$ cat config.mk
export PLATFORM = sky130hd
export DESIGN_NAME = bfc_cell
export DESIGN_NICKNAME = d
export VERILOG_FILES = /design/src/rtl/core/bfc_pkg.sv /design/src/rtl/core/bfc_cell.sv
export SDC_FILE = /design/constraint.sdc
export NUM_CORES = 1
export LEC_CHECK = 0
export ABC_AREA = 1
export BUFFER_PORTS_ARGS = -buffer_cell sky130_fd_sc_hd__buf_2
export CORE_MARGIN = 2
export CORE_UTILIZATION = 50
export DETAILED_ROUTE_END_ITERATION = 8
export GPL_TIMING_DRIVEN = 0
export PLACE_DENSITY = 0.72
export SETUP_SLACK_MARGIN = 0.3
export SLEW_MARGIN = 40
export SYNTH_ARGS = -nofsm -noshare
export SYNTH_HDL_FRONTEND = slang
export SYNTH_SLANG_ARGS = --single-unit
export TNS_END_PERCENT = 1
$ cat constraint.sdc
create_clock -name clk_i -period 3.5 [get_ports clk_i]
set_input_delay 0.35 -clock clk_i [delete_from_list [all_inputs] [get_ports clk_i]]
set_output_delay 0.35 -clock clk_i [all_outputs]
set_load 0.03 [all_outputs]
$ cat src/rtl/core/bfc_pkg.sv
// Package for the byte frequency counter: widths, command codes, the token
// that walks the cell chain, and the saturating increment.
// No dependencies.
package bfc_pkg;

  localparam int COUNT_WIDTH = 32;
  localparam int NUM_SLOTS   = 256;
  localparam int SLOT_W      = $clog2(NUM_SLOTS);
  localparam int DIST_W      = $clog2(NUM_SLOTS + 1);
  localparam int OUT_CNT_W   = 32;

  localparam logic CMD_COUNT = 1'b0;
  localparam logic CMD_READ  = 1'b1;

  typedef logic [COUNT_WIDTH-1:0] count_t;

  // One command travelling down the chain, with the answer it has picked up.
  typedef struct packed {
    logic       valid;
    logic       cmd;
    logic [7:0] byte_val;
    logic [SLOT_W-1:0] slot;
    logic       done;
    logic [7:0] sym;
    logic       filled;
    logic       fresh;
    count_t     cnt;
  } bfc_tok_t;

  function automatic count_t sat_inc(input count_t v);
    count_t r;
    r = (v == '1) ? v : v + count_t'(1);
    return r;
  endfunction

  // Low 32 bits of a count, zero extended when the counter is narrower.
  function automatic logic [OUT_CNT_W-1:0] to_out(input count_t v);
    logic [63:0] w;
    w = 64'(v);
    return w[OUT_CNT_W-1:0];
  endfunction

endpackage

$ cat src/rtl/core/bfc_cell.sv
// One slot of the byte histogram: symbol, count and fill flag, plus the
// registered token stage that hands the command on to the next slot.
// Depends on bfc_pkg.
module bfc_cell import bfc_pkg::*; (
  input  logic              clk_i,
  input  logic              rst_ni,
  input  logic              adv_i,
  input  logic [SLOT_W-1:0] cell_idx_i,
  input  bfc_tok_t          tok_i,
  output bfc_tok_t          tok_o
);

  logic       filled_q, filled_d;
  logic [7:0] sym_q, sym_d;
  count_t     cnt_q, cnt_d;
  bfc_tok_t   tok_q, tok_d;
  count_t     cnt_inc;

  assign cnt_inc = sat_inc(cnt_q);

  always_comb begin
    filled_d = filled_q;
    sym_d    = sym_q;
    cnt_d    = cnt_q;
    tok_d    = tok_i;
    if (tok_i.valid && !tok_i.done) begin
      if (tok_i.cmd == CMD_COUNT) begin
        if (filled_q && (sym_q == tok_i.byte_val)) begin
          // known byte: bump this slot
          cnt_d        = cnt_inc;
          tok_d.done   = 1'b1;
          tok_d.slot   = cell_idx_i;
          tok_d.sym    = tok_i.byte_val;
          tok_d.filled = 1'b1;
          tok_d.cnt    = cnt_inc;
        end else if (!filled_q) begin
          // first empty slot: slots fill in order, so the byte is new
          filled_d     = 1'b1;
          sym_d        = tok_i.byte_val;
          cnt_d        = count_t'(1);
          tok_d.done   = 1'b1;
          tok_d.slot   = cell_idx_i;
          tok_d.sym    = tok_i.byte_val;
          tok_d.filled = 1'b1;
          tok_d.fresh  = 1'b1;
          tok_d.cnt    = count_t'(1);
        end
      end else if (tok_i.slot == cell_idx_i) begin
        tok_d.done   = 1'b1;
        tok_d.filled = filled_q;
        tok_d.sym    = filled_q ? sym_q : 8'd0;
        tok_d.cnt    = filled_q ? cnt_q : '0;
      end
    end
  end

  always_ff @(posedge clk_i or negedge rst_ni) begin
    if (!rst_ni) begin
      filled_q <= 1'b0;
      tok_q    <= '0;
    end else if (adv_i) begin
      filled_q <= filled_d;
      tok_q    <= tok_d;
    end
  end

  always_ff @(posedge clk_i) begin
    if (adv_i) begin
      sym_q <= sym_d;
      cnt_q <= cnt_d;
    end
  end

  assign tok_o = tok_q;

endmodule

==> results.sh <==
export IMPL_violations="hold timing"
export IMPL_ir_drop_v=0.000235
export IMPL_status="finished with violations"
export IMPL_rows=45
export IMPL_place_congestion=0.938
export IMPL_crit_path_start_kind="register"
export IMPL_avgSynthCellArea_um2=6.34
export IMPL_drtAntennaViolNets=0
export IMPL_min_period_ps=2550
export IMPL_synth_edf_count=40
export IMPL_first_pass_iters=6
export IMPL_die_w_um=128
export IMPL_drtIter0Drc=802
export IMPL_finalHoldViolations=60
export IMPL_cp_data_arrival_time_ps=2620
export IMPL_diodes=0
export IMPL_yosys_area_top_type="nand2_1"
export IMPL_dp_hpwl_um=19100
export IMPL_wire_per_inst_um=16.3
export IMPL_r2r_start="sym_q[2]"
export IMPL_post_cts_buffers=0
export IMPL_ys_top_cells_by_area="nand2_1, dfrtp_1, edfxtp_1"
export IMPL_vias=8373
export IMPL_antenna_found_initial=0
export IMPL_synth_ff_type="dfrtp_1"
export IMPL_setup_viol=0
export IMPL_cts_resized=0
export IMPL_clockRootBuffer="clkbuf_16"
export IMPL_htreeDepth=3
export IMPL_ff2ff_setup_slack_ps=950
export IMPL_clock_path_buffers=2
export IMPL_synth_seq_cells=102
export IMPL_async_flop_share_pct=60.8
export IMPL_drc=0
export IMPL_grt_pass1_wl_um=39700
export IMPL_hold_slack_ps=-41.7
export IMPL_syn_area_mm2=0.00765
export IMPL_cap_violations=0
export IMPL_slew_headroom_pct=51.7
export IMPL_syn2layout_area_growth_pct=15.9
export IMPL_crit_required_ps=3570
export IMPL_ios=133
export IMPL_worst_pin_slew_ps=722
export IMPL_rsz0062_at_grt="no"
export IMPL_slew_violations=0
export IMPL_fmax_ghz=0.392
export IMPL_final_area_mm2=0.00886
export IMPL_grt_pass1_vias=7533
export IMPL_finalNetCount=1422
export IMPL_grt_max_degree=63
export IMPL_skew_ps=13.1
export IMPL_ys_types=38
export IMPL_final_core_util_pct=58.7
export IMPL_drive_above_1_share_pct=16.1
export IMPL_cts_hold_buf=0
export IMPL_placed_cell_area_mm2=0.00857
export IMPL_initial_core_util_pct=50.7
export IMPL_dp_cells=1526
export IMPL_cts_inserted_buffers=9
export IMPL_grt_overflow=0
export IMPL_tritoncts="built"
export IMPL_track_usage_pct=31.4
export IMPL_clk_latency_ps=370
export IMPL_port_buffers=130
export IMPL_cts_sinks=102
export IMPL_synth_nets=1280
export IMPL_path_class="register to register"
export IMPL_wirelength_um=25100
export IMPL_power_leakage_nw=4.42
export IMPL_synth_common_cells="nand2_1, nor2_1, inv_1"
export IMPL_finalCritPeriodShare_pct=72.9
export IMPL_r2r_cells=11
export IMPL_stdcell_count=1542
export IMPL_synth_top_area_share_pct=25.2
export IMPL_yosys_warnings=0
export IMPL_power_density_mw_per_mm2=335
export IMPL_path_clk_slew_ps=70
export IMPL_seq_area_frac_synth_pct=36.0
export IMPL_r2r_end="cnt_q[27]"
export IMPL_end_kind="register"
export IMPL_die_area_mm2=0.0163
export IMPL_syn_inst=1207
export IMPL_die_y_um=128
export IMPL_synth_most_common_cell="nand2_1"
export IMPL_coreArea_mm2=0.0151
export IMPL_hold_path_class="primary input to async pin"
export IMPL_routed_via_density=5.43
export IMPL_critical_path_max_fanout=18
-- through the flow --
step                setup slack, ps  setup TNS (ps)  total power [mW]
floorplan                       555               0              1.75
finish                          948               0              2.97
global placement               -749          -23910              1.96
global route                    773               0              3.10
detailed placement              870               0              1.97
CTS                             952               0              2.98
-- metal layers --
metal / vias up / GRT usage, % / share of wire [%]
met4: 0 / 12.7 / 3.7
met2: 395 / 48.1 / 44
met1: 3838 / 44.8 / 44
met5: - / 0 / 0
li1: 4085 / - / -
met3: 55 / 4.42 / 8.3
-- worst max-delay path, cell delays in order (launching register included) --
cell and delay, ps:
edfxtp_1 390, inv_1 100, nand2_1 50, nand2_1 50, nand2_1 50, nor2_1 180, nand2_1 150, nand2_1 100
inv_1 120, clkbuf_1 310, nor2_4 510, buf_16 230
-- cells by family (layout without fill, tap and decap cells) --
logic type,count (synthesis),in the layout,share of synthesized area (%)
simple gates,793,793,44.2
fa+ha+maj,1,1,0.164
compound gates,140,140,9.62
buf+inv,158,305,8.52
xor+xnor,13,13,1.49
flops,102,102,36.0
-- state kept, by name, summed over array words and instances, names as in the netlist --
register,cells
cnt_q,32
filled_q,1
sym_q,8
tok_o,61
-- cell usage in the layout (no fill, tap or decap), types with 28 or more instances in the layout --
cell type and count:
inv_1 94, a21oi_1 74, nor2_1 148, clkbuf_1 28, nand3_1 48, dfrtp_1 62, o21ai_0 46, buf_2 146
nand2_1 514, edfxtp_1 40
-- power by group --
| group | switching [mW] | internal, mW | total, mW | leakage [nW] |
|---|---|---|---|---|
| clock network | 0.505 | 0.516 | 1.02 | 0.147 |
| logic | 0.421 | 0.182 | 0.604 | 3.11 |
| registers | 0.0386 | 1.31 | 1.35 | 1.17 |
| total | 0.964 | 2.01 | 2.97 | 4.42 |
-- how the worst max path moves through the flow --
stage                     slack, ps  depth (start not counted)      start   endpoint
after floorplan                 550                          8   sym_q[6]   cnt_q[0]
after global placement         -750                         11  tok_i[54]   cnt_q[5]
after detailed placement        870                         12  tok_i[54]   cnt_q[4]
after CTS                       950                         11   sym_q[2]  cnt_q[27]
after global routing            770                         11   sym_q[0]  cnt_q[31]
final                           950                         11   sym_q[2]  cnt_q[27]
-- area by class of cell --
cell class                 count  area, um2
buffer                        55        265
clock buffer                  10        239
clock inverter                 6       51.3
fill                        1549       6220
inverter                     103        387
multi-input combinational    947       4250
sequential                   102       2750
tap                          188        235
timing repair buffer         131        684
No activity file was read; power rests on OpenSTA's default activity.
